## config.mk

```make
export PLATFORM = sky130hd
export DESIGN_NAME = edit_distance_one_candidates_unit
export DESIGN_NICKNAME = d
export VERILOG_FILES = /design/src/rtl/edoc_pkg.sv /design/src/rtl/edoc_ram.sv /design/src/rtl/edoc_datapath.sv /design/src/rtl/edoc_ctrl.sv /design/src/rtl/edit_distance_one_candidates_unit.sv
export SDC_FILE = /design/constraint.sdc
export NUM_CORES = 2
export LEC_CHECK = 0
export ABC_CLOCK_PERIOD_IN_PS = 11100
export BUFFER_PORTS_ARGS = -buffer_cell sky130_fd_sc_hd__buf_2
export CAP_MARGIN = 10
export CELL_PAD_IN_SITES_DETAIL_PLACEMENT = 1
export CELL_PAD_IN_SITES_GLOBAL_PLACEMENT = 2
export CORE_MARGIN = 3
export CORE_UTILIZATION = 49
export DETAILED_ROUTE_END_ITERATION = 16
export GPL_TIMING_DRIVEN = 0
export PLACE_DENSITY_LB_ADDON = 0.1
export SETUP_SLACK_MARGIN = 0.1
export SLEW_MARGIN = 30
export SYNTH_ARGS = -nofsm -noshare
export SYNTH_HDL_FRONTEND = slang
export SYNTH_SLANG_ARGS = --single-unit
```

## constraint.sdc

```tcl
create_clock -name clk -period 11.1 [get_ports clk]
set_clock_uncertainty 0.2 [all_clocks]
set_input_delay 2.22 -clock clk [delete_from_list [all_inputs] [get_ports clk]]
set_output_delay 2.22 -clock clk [all_outputs]
set_load 0.02 [all_outputs]
```

## src/rtl/edoc_pkg.sv

```systemverilog
// Package for the edit-distance-one candidate unit.
// Holds sizes, kind, edit and status codes and structs for all rtl files but edoc_ram.
`default_nettype none
package edoc_pkg;
	localparam int MaxWordDefault = 32;
	localparam int MaxAlphabetDefault = 64;
	localparam int CharW = 21;
	localparam int CandW = 13;
	localparam int AlphaCfgW = 7;
	localparam logic [AlphaCfgW-1:0] AlphaReset = 7'd26;

	typedef enum logic [1:0] {
		KIND_LOAD_WORD = 2'd0,
		KIND_LOAD_ALPHA = 2'd1,
		KIND_GENERATE = 2'd2,
		KIND_COUNT = 2'd3
	} kind_t;

	typedef enum logic [1:0] {
		EDIT_DEL = 2'd0,
		EDIT_TRANSP = 2'd1,
		EDIT_ALTER = 2'd2,
		EDIT_INSERT = 2'd3
	} edit_t;

	localparam logic [1:0] STATUS_OK = 2'd0;
	localparam logic [1:0] STATUS_RANGE = 2'd1;
	localparam logic [1:0] STATUS_POS = 2'd2;

	// Commands from the controller to the datapath.
	typedef struct packed {
		logic capture;   // latch the accepted input
		logic div_start; // load remainder for the divide loop
		logic div_step;  // one subtract step of the divide loop
		logic classify;  // pick edit type and selected position
		logic emit_load; // start character emission
		logic emit_next; // advance emission one character
	} edoc_cmd_t;

	// Status from the datapath to the controller.
	typedef struct packed {
		logic is_gen;     // captured input is a generate request
		logic in_range;   // candidate index below the total
		logic need_div;   // alteration or insertion
		logic div_done;   // remainder below the alphabet size
		logic emit_final; // current character is the last one
	} edoc_sts_t;
endpackage
`default_nettype wire

```

## src/rtl/edoc_ram.sv

```systemverilog
// Generic single-port-write, one-read RAM with registered read data.
// No dependencies.
`default_nettype none
module edoc_ram #(
	parameter int Width = 21,
	parameter int Depth = 32
) (
	input  wire logic                     clk,
	input  wire logic                     we,
	input  wire logic [$clog2(Depth)-1:0] waddr,
	input  wire logic [Width-1:0]         wdata,
	input  wire logic [$clog2(Depth)-1:0] raddr,
	output logic      [Width-1:0]         rdata
);
	logic [Width-1:0] mem_q [Depth];

	always_ff @(posedge clk) begin
		if (we) mem_q[waddr] <= wdata;
		rdata <= mem_q[raddr];
	end
endmodule
`default_nettype wire

```

## src/rtl/edoc_datapath.sv

```systemverilog
// Datapath: word and alphabet stores, total count, index decomposition and
// character emission. Uses edoc_pkg and edoc_ram.
`default_nettype none
module edoc_datapath
	import edoc_pkg::*;
#(
	parameter int MaxWord = MaxWordDefault,
	parameter int MaxAlphabet = MaxAlphabetDefault
) (
	input  wire logic                 clk,
	input  wire logic                 arst_n,
	input  wire logic [AlphaCfgW-1:0] alpha_cfg,
	input  wire logic [1:0]           kind,
	input  wire logic [5:0]           position,
	input  wire logic [CharW-1:0]     char_in,
	input  wire logic                 word_last,
	input  wire logic [CandW-1:0]     candidate,
	input  wire edoc_cmd_t            cmd,
	output edoc_sts_t                 sts,
	output logic [CharW-1:0]          char_out,
	output logic                      char_valid,
	output logic [1:0]                edit_type,
	output logic [CandW-1:0]          total,
	output logic [1:0]                status,
	output logic                      empty_cand
);
	localparam int WAW = $clog2(MaxWord);
	localparam int AAW = $clog2(MaxAlphabet);
	localparam int LW = $clog2(MaxWord + 2);

	logic [LW-1:0]       wlen_q;
	logic [1:0]          kind_q;
	logic [CandW-1:0]    cand_q;
	logic [6:0]          act_a;
	logic [16:0]         full_t, t_al, t_in, t_dt;
	logic [LW-1:0]       n_tr;
	logic [CandW-1:0]    rem_q;
	logic [LW-1:0]       quo_q;
	logic [1:0]          type_q;
	logic [LW-1:0]       sel_q, cand_len, idx_q;
	logic                pos_bad;

	assign act_a = (alpha_cfg > 7'(MaxAlphabet)) ? 7'(MaxAlphabet) : alpha_cfg;
	assign n_tr = (wlen_q != '0) ? wlen_q - LW'(1) : '0;
	assign t_dt = 17'(wlen_q) + 17'(n_tr);
	assign t_al = 17'(act_a) * 17'(wlen_q);
	assign t_in = t_al + 17'(act_a);
	assign full_t = t_dt + t_al + t_in;
	assign total = (full_t > 17'd8191) ? 13'd8191 : full_t[CandW-1:0];

	assign pos_bad = (kind == KIND_LOAD_WORD) ? (7'(position) >= 7'(MaxWord))
		: (7'(position) >= 7'(MaxAlphabet));

	// Stores.
	logic            w_we, a_we;
	logic [WAW-1:0]  w_ra;
	logic [CharW-1:0] w_rd, a_rd;
	logic [AAW-1:0]  a_ra;
	logic            cap_load;
	assign cap_load = cmd.capture && !pos_bad;
	assign w_we = cap_load && (kind == KIND_LOAD_WORD);
	assign a_we = cap_load && (kind == KIND_LOAD_ALPHA);

	edoc_ram #(.Width(CharW), .Depth(MaxWord)) u_word (
		.clk, .we(w_we), .waddr(position[WAW-1:0]), .wdata(char_in),
		.raddr(w_ra), .rdata(w_rd));
	edoc_ram #(.Width(CharW), .Depth(MaxAlphabet)) u_alpha (
		.clk, .we(a_we), .waddr(position[AAW-1:0]), .wdata(char_in),
		.raddr(a_ra), .rdata(a_rd));

	// Classification of the candidate index.
	logic [16:0] c17, r_alter, r_ins;
	assign c17 = 17'(cand_q);
	assign r_alter = c17 - t_dt;
	assign r_ins = c17 - t_dt - t_al;
	assign sts.is_gen = (kind_q == KIND_GENERATE);
	assign sts.in_range = c17 < full_t;
	assign sts.need_div = c17 >= t_dt;
	assign sts.div_done = rem_q < CandW'(act_a);

	// Word index for the character being emitted (ram read address).
	logic [LW-1:0] ridx;
	logic [LW-1:0] cur;
	logic          letter_pos;
	assign cur = cmd.emit_load ? '0 : (cmd.emit_next ? idx_q + LW'(1) : idx_q);
	always_comb begin
		letter_pos = 1'b0;
		ridx = cur;
		case (type_q)
			EDIT_DEL: ridx = (cur < sel_q) ? cur : cur + LW'(1);
			EDIT_TRANSP: begin
				if (cur == sel_q) ridx = sel_q + LW'(1);
				else if (cur == sel_q + LW'(1)) ridx = sel_q;
			end
			EDIT_ALTER: letter_pos = (cur == sel_q);
			EDIT_INSERT: begin
				if (cur == sel_q) letter_pos = 1'b1;
				else if (cur > sel_q) ridx = cur - LW'(1);
			end
			default: ridx = cur;
		endcase
	end
	assign w_ra = ridx[WAW-1:0];
	assign a_ra = rem_q[AAW-1:0];

	logic lp_q;
	always_ff @(posedge clk or negedge arst_n) begin
		if (!arst_n) begin
			wlen_q <= '0;
		end else if (w_we && word_last) begin
			wlen_q <= LW'(position) + LW'(1);
		end
	end

	always_ff @(posedge clk) begin
		lp_q <= letter_pos;
		if (cmd.capture) begin
			kind_q <= kind;
			cand_q <= candidate;
			// The range check uses the current total; a generate changes no state.
			if (kind == KIND_LOAD_WORD || kind == KIND_LOAD_ALPHA)
				status <= pos_bad ? STATUS_POS : STATUS_OK;
			else if (kind == KIND_GENERATE && 17'(candidate) >= full_t)
				status <= STATUS_RANGE;
			else
				status <= STATUS_OK;
		end
		if (cmd.div_start) begin
			quo_q <= '0;
			if (c17 < t_dt + t_al) begin
				type_q <= EDIT_ALTER;
				rem_q <= r_alter[CandW-1:0];
			end else begin
				type_q <= EDIT_INSERT;
				rem_q <= r_ins[CandW-1:0];
			end
		end else if (cmd.div_step) begin
			rem_q <= rem_q - CandW'(act_a);
			quo_q <= quo_q + LW'(1);
		end
		if (cmd.classify && !sts.need_div) begin
			if (c17 < 17'(wlen_q)) begin
				type_q <= EDIT_DEL;
				sel_q <= cand_q[LW-1:0];
			end else begin
				type_q <= EDIT_TRANSP;
				sel_q <= LW'(c17 - 17'(wlen_q));
			end
		end else if (cmd.classify) begin
			sel_q <= quo_q;
		end
		if (cmd.emit_load) idx_q <= '0;
		else if (cmd.emit_next) idx_q <= idx_q + LW'(1);
	end

	always_comb begin
		case (type_q)
			EDIT_DEL: cand_len = wlen_q - LW'(1);
			EDIT_INSERT: cand_len = wlen_q + LW'(1);
			default: cand_len = wlen_q;
		endcase
	end
	assign empty_cand = (cand_len == '0);
	assign sts.emit_final = (idx_q + LW'(1) >= cand_len);
	assign char_out = lp_q ? a_rd : w_rd;
	assign char_valid = !empty_cand;
	assign edit_type = type_q;
endmodule
`default_nettype wire

```

## src/rtl/edoc_ctrl.sv

```systemverilog
// Controller state machine and output register for the candidate unit.
// Uses edoc_pkg; drives edoc_datapath through command and status structs.
`default_nettype none
module edoc_ctrl
	import edoc_pkg::*;
(
	input  wire logic  clk,
	input  wire logic  arst_n,
	input  wire logic  in_valid,
	output logic       in_stall,
	input  wire logic  out_stall,
	output logic       out_valid,
	output logic       out_last,
	output logic       out_blank,
	output logic       ld_out,
	input  wire logic  empty_cand,
	input  wire edoc_sts_t sts,
	output edoc_cmd_t  cmd
);
	typedef enum logic [2:0] {
		S_IDLE, S_CLASS, S_DIV, S_FETCH, S_EMIT, S_SINGLE, S_WAIT
	} state_t;
	state_t state_q;
	logic   emitting;
	logic   emit_now;
	logic   gen_ok;

	assign in_stall = (state_q != S_IDLE);
	assign emitting = (state_q == S_EMIT);
	// Output register updates whenever it is empty or being taken.
	assign ld_out = !out_valid || !out_stall;
	assign emit_now = ld_out && (state_q == S_EMIT || state_q == S_SINGLE);
	assign gen_ok = sts.is_gen && sts.in_range;

	always_comb begin
		cmd = '0;
		cmd.capture = (state_q == S_IDLE) && in_valid;
		cmd.div_start = (state_q == S_CLASS) && gen_ok && sts.need_div;
		cmd.div_step = (state_q == S_DIV) && !sts.div_done;
		cmd.classify = (state_q == S_DIV) && sts.div_done
			|| (state_q == S_CLASS) && gen_ok && !sts.need_div;
		cmd.emit_load = cmd.classify;
		cmd.emit_next = emitting && ld_out && !sts.emit_final;
	end

	always_ff @(posedge clk or negedge arst_n) begin
		if (!arst_n) begin
			state_q <= S_IDLE;
			out_valid <= 1'b0;
			out_last <= 1'b0;
			out_blank <= 1'b0;
		end else begin
			if (emit_now) out_valid <= 1'b1;
			else if (!out_stall) out_valid <= 1'b0;
			case (state_q)
				S_IDLE: if (in_valid) state_q <= S_CLASS;
				S_CLASS: begin
					if (!sts.is_gen || !sts.in_range) state_q <= S_SINGLE;
					else if (sts.need_div) state_q <= S_DIV;
					else state_q <= S_FETCH;
				end
				S_DIV: if (sts.div_done) state_q <= S_FETCH;
				S_FETCH: state_q <= (empty_cand) ? S_SINGLE : S_EMIT;
				S_EMIT: begin
					if (ld_out) begin
						out_last <= sts.emit_final;
						out_blank <= 1'b0;
						if (sts.emit_final) state_q <= S_WAIT;
						else state_q <= S_FETCH;
					end
				end
				S_SINGLE: begin
					if (ld_out) begin
						out_last <= 1'b1;
						out_blank <= 1'b1;
						state_q <= S_WAIT;
					end
				end
				S_WAIT: if (!out_valid || !out_stall) state_q <= S_IDLE;
				default: state_q <= S_IDLE;
			endcase
		end
	end

	assert property (@(posedge clk) disable iff (!arst_n)
		(state_q == S_IDLE) |-> !in_stall) else $error("idle must accept");
	assert property (@(posedge clk) disable iff (!arst_n)
		cmd.div_step |-> !cmd.classify) else $error("divide overlap");
	assert property (@(posedge clk) disable iff (!arst_n)
		(out_valid && out_stall) |=> out_valid) else $error("result dropped");
endmodule
`default_nettype wire

```

## src/rtl/edit_distance_one_candidates_unit.sv

```systemverilog
// Top level of the edit-distance-one candidate unit.
// After accept, loads, counts and rejected requests go via S_CLASS and S_SINGLE to the
// output register; a generate goes via S_CLASS, S_DIV while the remainder is at least
// the alphabet size (alterations and insertions), then S_FETCH and S_EMIT per character,
// waiting in S_EMIT while the output stalls. One transaction is handled at a time.
// Reset: word length clears and alphabet_size returns to 26; stores are undefined.
`default_nettype none
module edit_distance_one_candidates_unit
	import edoc_pkg::*;
#(
	parameter int MaxWord = MaxWordDefault,
	parameter int MaxAlphabet = MaxAlphabetDefault
) (
	input  wire logic                 clk,
	input  wire logic                 arst_n,
	input  wire logic                 in_valid,
	output logic                      in_stall,
	input  wire logic [1:0]           kind,
	input  wire logic [5:0]           position,
	input  wire logic [CharW-1:0]     char_in,
	input  wire logic                 word_last,
	input  wire logic [CandW-1:0]     candidate,
	output logic                      out_valid,
	input  wire logic                 out_stall,
	output logic [CharW-1:0]          char_out,
	output logic                      char_valid,
	output logic [1:0]                edit_type,
	output logic                      last,
	output logic [CandW-1:0]          total,
	output logic [1:0]                status,
	input  wire logic                 cfg_valid,
	output logic                      cfg_ready,
	input  wire logic [AlphaCfgW-1:0] cfg_data
);
	logic [AlphaCfgW-1:0] alpha_q;
	edoc_cmd_t cmd;
	edoc_sts_t sts;
	logic [CharW-1:0] d_char;
	logic d_cv, empty_cand, ld_out, blank, o_last;
	logic [1:0] d_type, d_status;
	logic [CandW-1:0] d_total;

	assign cfg_ready = 1'b1;
	always_ff @(posedge clk or negedge arst_n) begin
		if (!arst_n) alpha_q <= AlphaReset;
		else if (cfg_valid) alpha_q <= cfg_data;
	end

	edoc_ctrl u_ctrl (
		.clk, .arst_n, .in_valid, .in_stall, .out_stall, .out_valid,
		.out_last(o_last), .out_blank(blank), .ld_out, .empty_cand, .sts, .cmd);

	edoc_datapath #(.MaxWord(MaxWord), .MaxAlphabet(MaxAlphabet)) u_dp (
		.clk, .arst_n, .alpha_cfg(alpha_q), .kind, .position, .char_in,
		.word_last, .candidate, .cmd, .sts, .char_out(d_char), .char_valid(d_cv),
		.edit_type(d_type), .total(d_total), .status(d_status), .empty_cand);

	logic [CharW-1:0] char_q;
	logic cv_q;
	logic [1:0] type_q, st_q;
	logic [CandW-1:0] tot_q;
	always_ff @(posedge clk) begin
		if (ld_out) begin
			char_q <= d_char;
			cv_q <= d_cv;
			type_q <= d_type;
			st_q <= d_status;
			tot_q <= d_total;
		end
	end
	assign char_out = blank ? '0 : char_q;
	assign char_valid = blank ? 1'b0 : cv_q;
	assign edit_type = blank ? EDIT_DEL : type_q;
	assign last = o_last;
	assign total = tot_q;
	assign status = st_q;
endmodule
`default_nettype wire

```

# --- Yosys cells after proc, flatten, opt, wreduce, memory -nomap -nowiden ---
# Memory sizes are Yosys's and may differ from the RTL's. A register that Yosys moved wholly into a read port is not among the register bits.
# Cells that the tools add are included.
totals:
  ff_bits: 109
  mem_bits_rw: 2016
  input_bits: 55
  mem_count: 2
classes:
  n_addsub: 16
  mul: 1
  magnitude_cmp: 12
  eq_ne: 20
  muxes: 52
  n_reduce_logical: 42
mem_list:
  columns: ["memory", "depth", "width", "read_ports", "rd_ports_with_merged_regs", "wr", "line_no", "source"]
  rows:
  - ["u_dp.u_alpha.mem_q", 64, 21, 1, 1, 1, "edoc_ram.sv:15", "logic [Width-1:0] mem_q [Depth];"]
  - ["u_dp.u_word.mem_q", 32, 21, 1, 1, 1, "edoc_ram.sv:15", null]
op_table:
  columns: ["operator", "count"]
  rows:
  - ["$mux W21", 2]
  - ["$mux W13", 3]
  - ["$mux W6", 6]
  - ["$lt A13 B17 Y1", 2]
  - ["$add A6 B1 Y6 const B", 5]
  - ["$sub A13 B7 Y13", 2]
  - ["$mux W5", 5]
  - ["$mux W3", 7]
  - ["$pmux W3 S7", 1]
  - ["$add A17 B13 Y17", 1]
  - ["$add A17 B17 Y17", 1]
  - ["$ge A13 B17 Y1", 1]
  - ["$gt A17 B13 Y1 const B", 1]
  - ["$mux W1", 17]
  - ["$logic_and A1 B1 Y1", 16]
  - ["$pmux W5 S3", 1]
  - ["$add A13 B7 Y14", 1]
  - ["$ge A13 B7 Y1", 1]
  - ["$lt A13 B6 Y1", 1]
  - ["$lt A13 B7 Y1", 1]
  - ["$mul A7 B6 Y13", 1]
  - ["$sub A13 B13 Y13", 1]
  - ["$eq A6 B6 Y1", 2]
  - ["$pmux W6 S2", 1]
  - ["other kinds (30)", 63]

# --- Logic depth before layout (Yosys ltp) ---
depth:
  word_depth: 15
  ltp_mapped: 49

# --- Cells and area by module ---
# Synthesis repeated with hierarchy kept, for this count alone.
unflattened:
  cells_unflattened: 4878
  hier_area_um2: 89478.3
by_module_without_submodules:
  columns: ["mod", "n_inst", "cells_each", "area_per_inst_um2", "seq_area_each_um2"]
  rows:
  - ["edoc_ram at u_dp.u_alpha", 1, 2190, 51717.1, 40779.1]
  - ["edoc_ram at u_dp.u_word", 1, 1481, 26751.9, 20599.8]
  - ["edoc_datapath", 1, 1075, 8913.5, 1551.5]
  - ["edit_distance_one_candidates_unit", 1, 82, 1637.8, 1350.0]
  - ["edoc_ctrl", 1, 50, 457.9, 150.1]

# --- Least setup slack after synthesis ---
# No wires, ideal clock.
synth_path:
  path_kind: "register to register"
  from: "reg u_dp.wlen_q[2]"
  to: "reg u_dp.u_word.rdata[10], read port of u_dp.u_word.mem_q"
  t_arrival_ps: 9427
  required_ps: 10775
  slack_ps: 1348
  stages_incl_launch_ff: 45
  path_buffers: 6
  synth_period_minus_slack_ps: 9752
  cell_sequence: "dfrtp_1 > clkbuf_1 > clkinv_1 > nor2_1 > fa_1 > ha_1 > ha_1 > ha_1 > fa_1 > ha_1 > or4_1 > o21ai_2 > or2_2 > xnor2_1 > ha_1 > o21a_1 > o21a_1 > a31o_2 > (+9 left out) > nor2_1 > ha_1 > a21o_1 > a21o_1 > a211oi_1 > nand2b_1 > or3_1 > mux2i_1 > a211oi_1 > and3_1 > buf_2 > inv_1 > nor2_2 > buf_4 > clkbuf_1 > nand3_1 > a32oi_1 > a31oi_1"
synth_between:
  elab_chain_cells: 15
  word_cells_on_any_way: 34
  classes_between: "add/sub (8); mul (1); order compare (5); eq/ne (2); mux (10); reduce/logical (8)"
synth_rtl:
  columns: ["element", "line_no", "source"]
  rows:
  - ["start: declaration", "edoc_datapath.sv:31", "logic [LW-1:0] wlen_q;"]
  - ["start signal: assignment", "edoc_datapath.sv:111", "wlen_q <= LW'(position) + LW'(1);"]
  - ["branches (longest 10 deep; another with $add A17 B13 Y17)", null, null]
  - ["$mux W6 (*)", null, null]
  - ["named net u_dp.cur[3]", "edoc_datapath.sv:83", "logic [LW-1:0] cur;"]
  - ["$sub A5 B1 Y5 (tied with other cells)", "edoc_datapath.sv:98", "else if (cur > sel_q) ridx = cur - LW'(1);"]
  - ["$mux W5, on equally long branches", "edoc_datapath.sv:98, edoc_datapath.sv:93", null]
  - ["$mux W5, on equally long branches", "edoc_datapath.sv:97, edoc_datapath.sv:92", null]
  - ["$pmux W5 S3 (*)", "edoc_datapath.sv:89", "case (type_q)"]
  - ["end: declaration", "edoc_ram.sv:13", "output logic [Width-1:0] rdata"]
# Mark *: on every way through the listed nets, which the timed path passes.
# A chain may end at the register's enable or synchronous reset.

# --- Final worst setup path ---
layout_path:
  from: "reg alpha_q[6]"
  to: "reg u_dp.u_word.rdata[1], read port of u_dp.u_word.mem_q"
layout_between:
  elab_chain_cells: 15
  word_cells_on_any_way: 26
  classes_between: "add/sub (5); mul (1); order compare (5); eq/ne (2); mux (8); reduce/logical (5)"
layout_rtl:
  columns: ["element", "line_no", "source"]
  rows:
  - ["start: declaration", "edit_distance_one_candidates_unit.sv:35", "logic [AlphaCfgW-1:0] alpha_q;"]
  - ["start signal: assignment", "edit_distance_one_candidates_unit.sv:45", "if (!arst_n) alpha_q <= AlphaReset;"]
  - ["start signal: assignment", "edit_distance_one_candidates_unit.sv:46", "else if (cfg_valid) alpha_q <= cfg_data;"]
  - ["$gt A7 B7 Y1", "edoc_datapath.sv:43", "assign act_a = (alpha_cfg > 7'(MaxAlphabet)) ? 7'(MaxAlphabet) : alpha_cfg;"]
  - ["$mux W7 (*)", "edoc_datapath.sv:43", null]
  - ["$mul A7 B6 Y13", "edoc_datapath.sv:46", "assign t_al = 17'(act_a) * 17'(wlen_q);"]
  - ["$add A17 B13 Y17 or $add A13 B7 Y14 (tied branches)", "edoc_datapath.sv:48, edoc_datapath.sv:47", null]
  - ["$add A17 B17 Y17", "edoc_datapath.sv:48", "assign full_t = t_dt + t_al + t_in;"]
  - ["$lt A13 B17 Y1", "edoc_datapath.sv:77", "assign sts.in_range = c17 < full_t;"]
  - ["$logic_and A1 B1 Y1", "edoc_ctrl.sv:33", "assign gen_ok = sts.is_gen && sts.in_range;"]
  - ["$logic_and A1 B1 Y1 (2 in series)", "edoc_ctrl.sv:41", "|| (state_q == S_CLASS) && gen_ok && !sts.need_div;"]
  - ["$logic_or A1 B1 Y1 (*)", "edoc_ctrl.sv:41", null]
  - ["$mux W6 (*)", null, null]
  - ["named net u_dp.cur[3]", "edoc_datapath.sv:83", null]
  - ["$sub A5 B1 Y5 (tied with other cells)", "edoc_datapath.sv:98", null]
  - ["$mux W5, on equally long branches", "edoc_datapath.sv:98, edoc_datapath.sv:93", null]
  - ["$mux W5, on equally long branches", "edoc_datapath.sv:97, edoc_datapath.sv:92", null]
  - ["$pmux W5 S3 (*)", "edoc_datapath.sv:89", null]
# Mark *: on every way through the listed nets, which the timed path passes. The rest lies on a longest branch.

==> results.py <==
metrics = {
    "yosys": {
        "async_flop_share": 0.00877,
        "synthTopCellsByArea": "edfxtp_1, mux4_2, ha_1, nand2_1, dfxtp_1",
        "synth.yosys.seq_area_share": 0.719,
        "yosysMostFrequentCell": "edfxtp_1",
        "synth_cells": 4840,
        "ys_ff_latch": 2167,
        "syn_area_um2": 89600,
        "yosysWarnings": 0,
        "synth_edf_count": 2093,
        "yosys.area.top_type_share": 0.701,
        "synth_top_area_cell": "edfxtp_1",
        "ys_types": 95,
        "avgSynthCellArea_um2": 18.5,
        "ys.flop_type": "edfxtp_1",
        "synth_nets": 5064,
        "synth_commonest_cells": "edfxtp_1, mux4_2, nand2_1",
    },
    "hold_path": {
        "min-delay-start": "u_dp.status[0]",
        "hold_depth": 0,
        "min_to": "status[0]",
        "hold_path.class": "reg -> reg",
    },
    "cells_and_area": {
        "area_delta_synth_final_pct": 17.7,
        "num-fill-cells": 15700,
        "fin_nets": 5543,
        "stdcell_count": 7879,
        "fin_util": 0.582,
        "drive_gt1_frac": 0.277,
    },
    "setup_path": {
        "cp_slowest_cell": "fa_1",
        "r2r_cells": 47,
        "rrSetupSlack_ns": 0.37,
        "worstReg2RegStart": "alpha_q[6]",
        "cp.arrival_ns": 11.22,
        "endpoint_kind": "flip-flop",
        "cpMostUsedCell": "buf_6",
        "worstSetupStartpointType": "flip-flop",
        "cpPeakStageDelay_ns": 0.57,
        "worstPathRequired_ns": 11.59,
        "worstSetupPathType": "reg -> reg",
        "r2r-end": "u_dp.u_word.rdata[1]",
        "crit_fanout": 10,
    },
    "sta": {
        "max_freq_ghz": 0.0932,
        "tightestPinTransition_ns": 1.05,
        "setup_viol": 0,
        "fin_crit_sh": 0.967,
        "hold_viol": 0,
        "slew_headroom": 0.302,
        "worst_slack_ns": 0.372,
        "drv_slew": 0,
        "rsz0062_at_grt": "yes",
        "fin_crit_ns": 10.73,
    },
    "placed_design": {
        "post-place-ws_ns": -2.29,
        "gp_congestion": 0.840,
        "place.port_buffers": 91,
        "dp.cells": 7425,
        "hpwl_um": 182000,
    },
    "global_routing": {
        "grt.overflow.total": 0,
        "grt_pass1_vias": 50100,
        "grt_usage": 0.277,
        "grt_pass1_wl_um": 369000,
        "antenna_found_initial": 12,
        "grt_start_max_net_pins": 85,
    },
    "power": {
        "power.leakage_uw": 0.0350,
        "peakVddDrop_mv": 0.844,
        "finalPower_uw": 35500,
        "p_per_area_nw_per_um2": 337,
    },
    "routing": {
        "drt_wl_total_um": 258000,
        "viasPerCell": 6.12,
        "num_vias": 48200,
        "dr.pass1.iters": 7,
        "wire_per_inst_um": 32.7,
        "drt_iter0_markers": 5248,
        "antenna_left": 0,
        "drcViolationCount": 0,
    },
    "floorplanning": {
        "initial_core_util": 0.494,
        "die_w_um": 434,
        "ios": 98,
        "die_area_um2": 188000,
        "core-area_um2": 181000,
        "rows": 156,
        "die_h_um": 434,
    },
    "status": {
        "status": "finished clean",
    },
    "clock_tree": {
        "clk_pin_slew_ns": 0.06,
        "clock-sinks": 2167,
        "cts_hold_buf": 0,
        "cts_tree": "done",
        "h-tree-depth": 4,
        "cts_buffer_depth": 3,
        "worstSkewPairLatency_ns": 0.85,
        "cts-buffers-inserted": 216,
        "root_buffer": "clkbuf_16",
    },
    "run": {
        "max-cap-violations": 0,
    },
}
sequential cells by signal, indices dropped and copies added, names as in the netlist, 7 cells and up:
signal and flops:
total 13, u_dp.u_alpha.mem_q 1344, u_dp.u_word.mem_q 672, u_dp.cand_q 13, u_dp.u_word.rdata 21, char_q 21
u_dp.rem_q 13, u_dp.u_alpha.rdata 21, alpha_q 7
cells in the final DEF (no fill, tap or decap), types with 19 or more instances in the layout:
master,instances
edfxtp_1,2093
mux4_2,502
nand2_1,350
clkbuf_16,219
nand3_1,146
clkbuf_1,134
ha_1,134
nor2_1,127
buf_2,114
buf_16,100
inv_1,99
nor2_4,99
a21oi_1,97
mux2i_1,85
mux2_2,72
buf_4,70
o21ai_0,67
xnor2_1,58
dfxtp_1,55
clkbuf_2,50
nor2b_1,49
buf_6,40
xor2_1,37
clkinv_1,37
a21o_1,34
clkinv_2,34
a31oi_1,33
nor3_1,27
fa_1,27
nand2b_1,25
nand3b_1,24
a22o_1,22
a22oi_1,21
bufinv_16,20
or3_1,19
layout make-up:
type                            count  area [µm²]  area share
Multi-Input combinational cell   2330       25100       0.238
Tap cell                         2370        2970      0.0281
Buffer                            233        1290      0.0123
Timing Repair Buffer              263        4050      0.0384
Antenna cell                        5        12.5    0.000119
Sequential cell                  2167       64400       0.611
Clock inverter                    109        1240      0.0117
Clock buffer                      294        5920      0.0562
Inverter                          108         420     0.00399
critical path, delay by kind of cell, from the launching register on:
kind                       cells  cell delay, ns
xor gates and xnor gates       3            0.62
buffers and inverters         10            1.70
and+or+nand+nor                8            1.01
DFF                            1            0.39
AOI/OAI and AO/OA             16            2.99
muxes                          2            0.38
adders and majority gates      8            3.25
per-layer routing:
metal  GRT usage  up-vias  share of wire
li1            -    20400              -
met1       0.385    25700           0.41
met2       0.446     1818           0.48
met3      0.0440      375          0.065
met4       0.100        2          0.041
met5           0        -       0.000050
where the power goes:
group | switching [µW] | leakage, µW | internal (µW)
clock network | 3160 | 0.00348 | 4220
registers | 245 | 0.0195 | 9450
logic | 10600 | 0.0119 | 7800
total | 14000 | 0.0350 | 21500
cell families (layout without fill, tap and decap cells):
logic type / Yosys count / in the layout / share of synthesized area
muxes: 673 / 673 / 0.146
and+or+nand+nor: 957 / 957 / 0.0489
buffers and inverters: 343 / 1007 / 0.0163
other: 1 / 6 / 0.0000418
xor gates and xnor gates: 106 / 106 / 0.0108
DFF: 2167 / 2167 / 0.719
adders and majority gates: 170 / 170 / 0.0261
AOI/OAI and AO/OA: 423 / 423 / 0.0323
stage by stage:
step | instance area, µm² | TNS (ns) | hold slack [ns]
global placement | 93000 | -49.35 | 0.205
detailed placement | 97100 | -43.20 | 0.213
CTS | 105000 | 0 | 0.218
global route | 105000 | 0 | 0.218
finish | 105000 | 0 | 0.217
floorplan | 89600 | 0 | 0.200
how the worst max path moves through the flow:
stage                                        to  depth (start not counted)      startpoint
after floorplan           u_dp.u_word.rdata[10]                         44  u_dp.wlen_q[2]
after global placement    u_dp.u_word.rdata[16]                         44      alpha_q[6]
after detailed placement  u_dp.u_word.rdata[16]                         46      alpha_q[6]
after CTS                 u_dp.u_word.rdata[15]                         44      alpha_q[6]
after global routing      u_dp.u_word.rdata[15]                         43      alpha_q[6]
final                      u_dp.u_word.rdata[1]                         47      alpha_q[6]
what timing repair did:
item / CTS / global route
setup buffers: 20 / 28
resized for setup: 129 / 90
setup endpoints to repair: 21 / 21
pin swaps: 13 / 23
(Power assumes the default switching activity.)
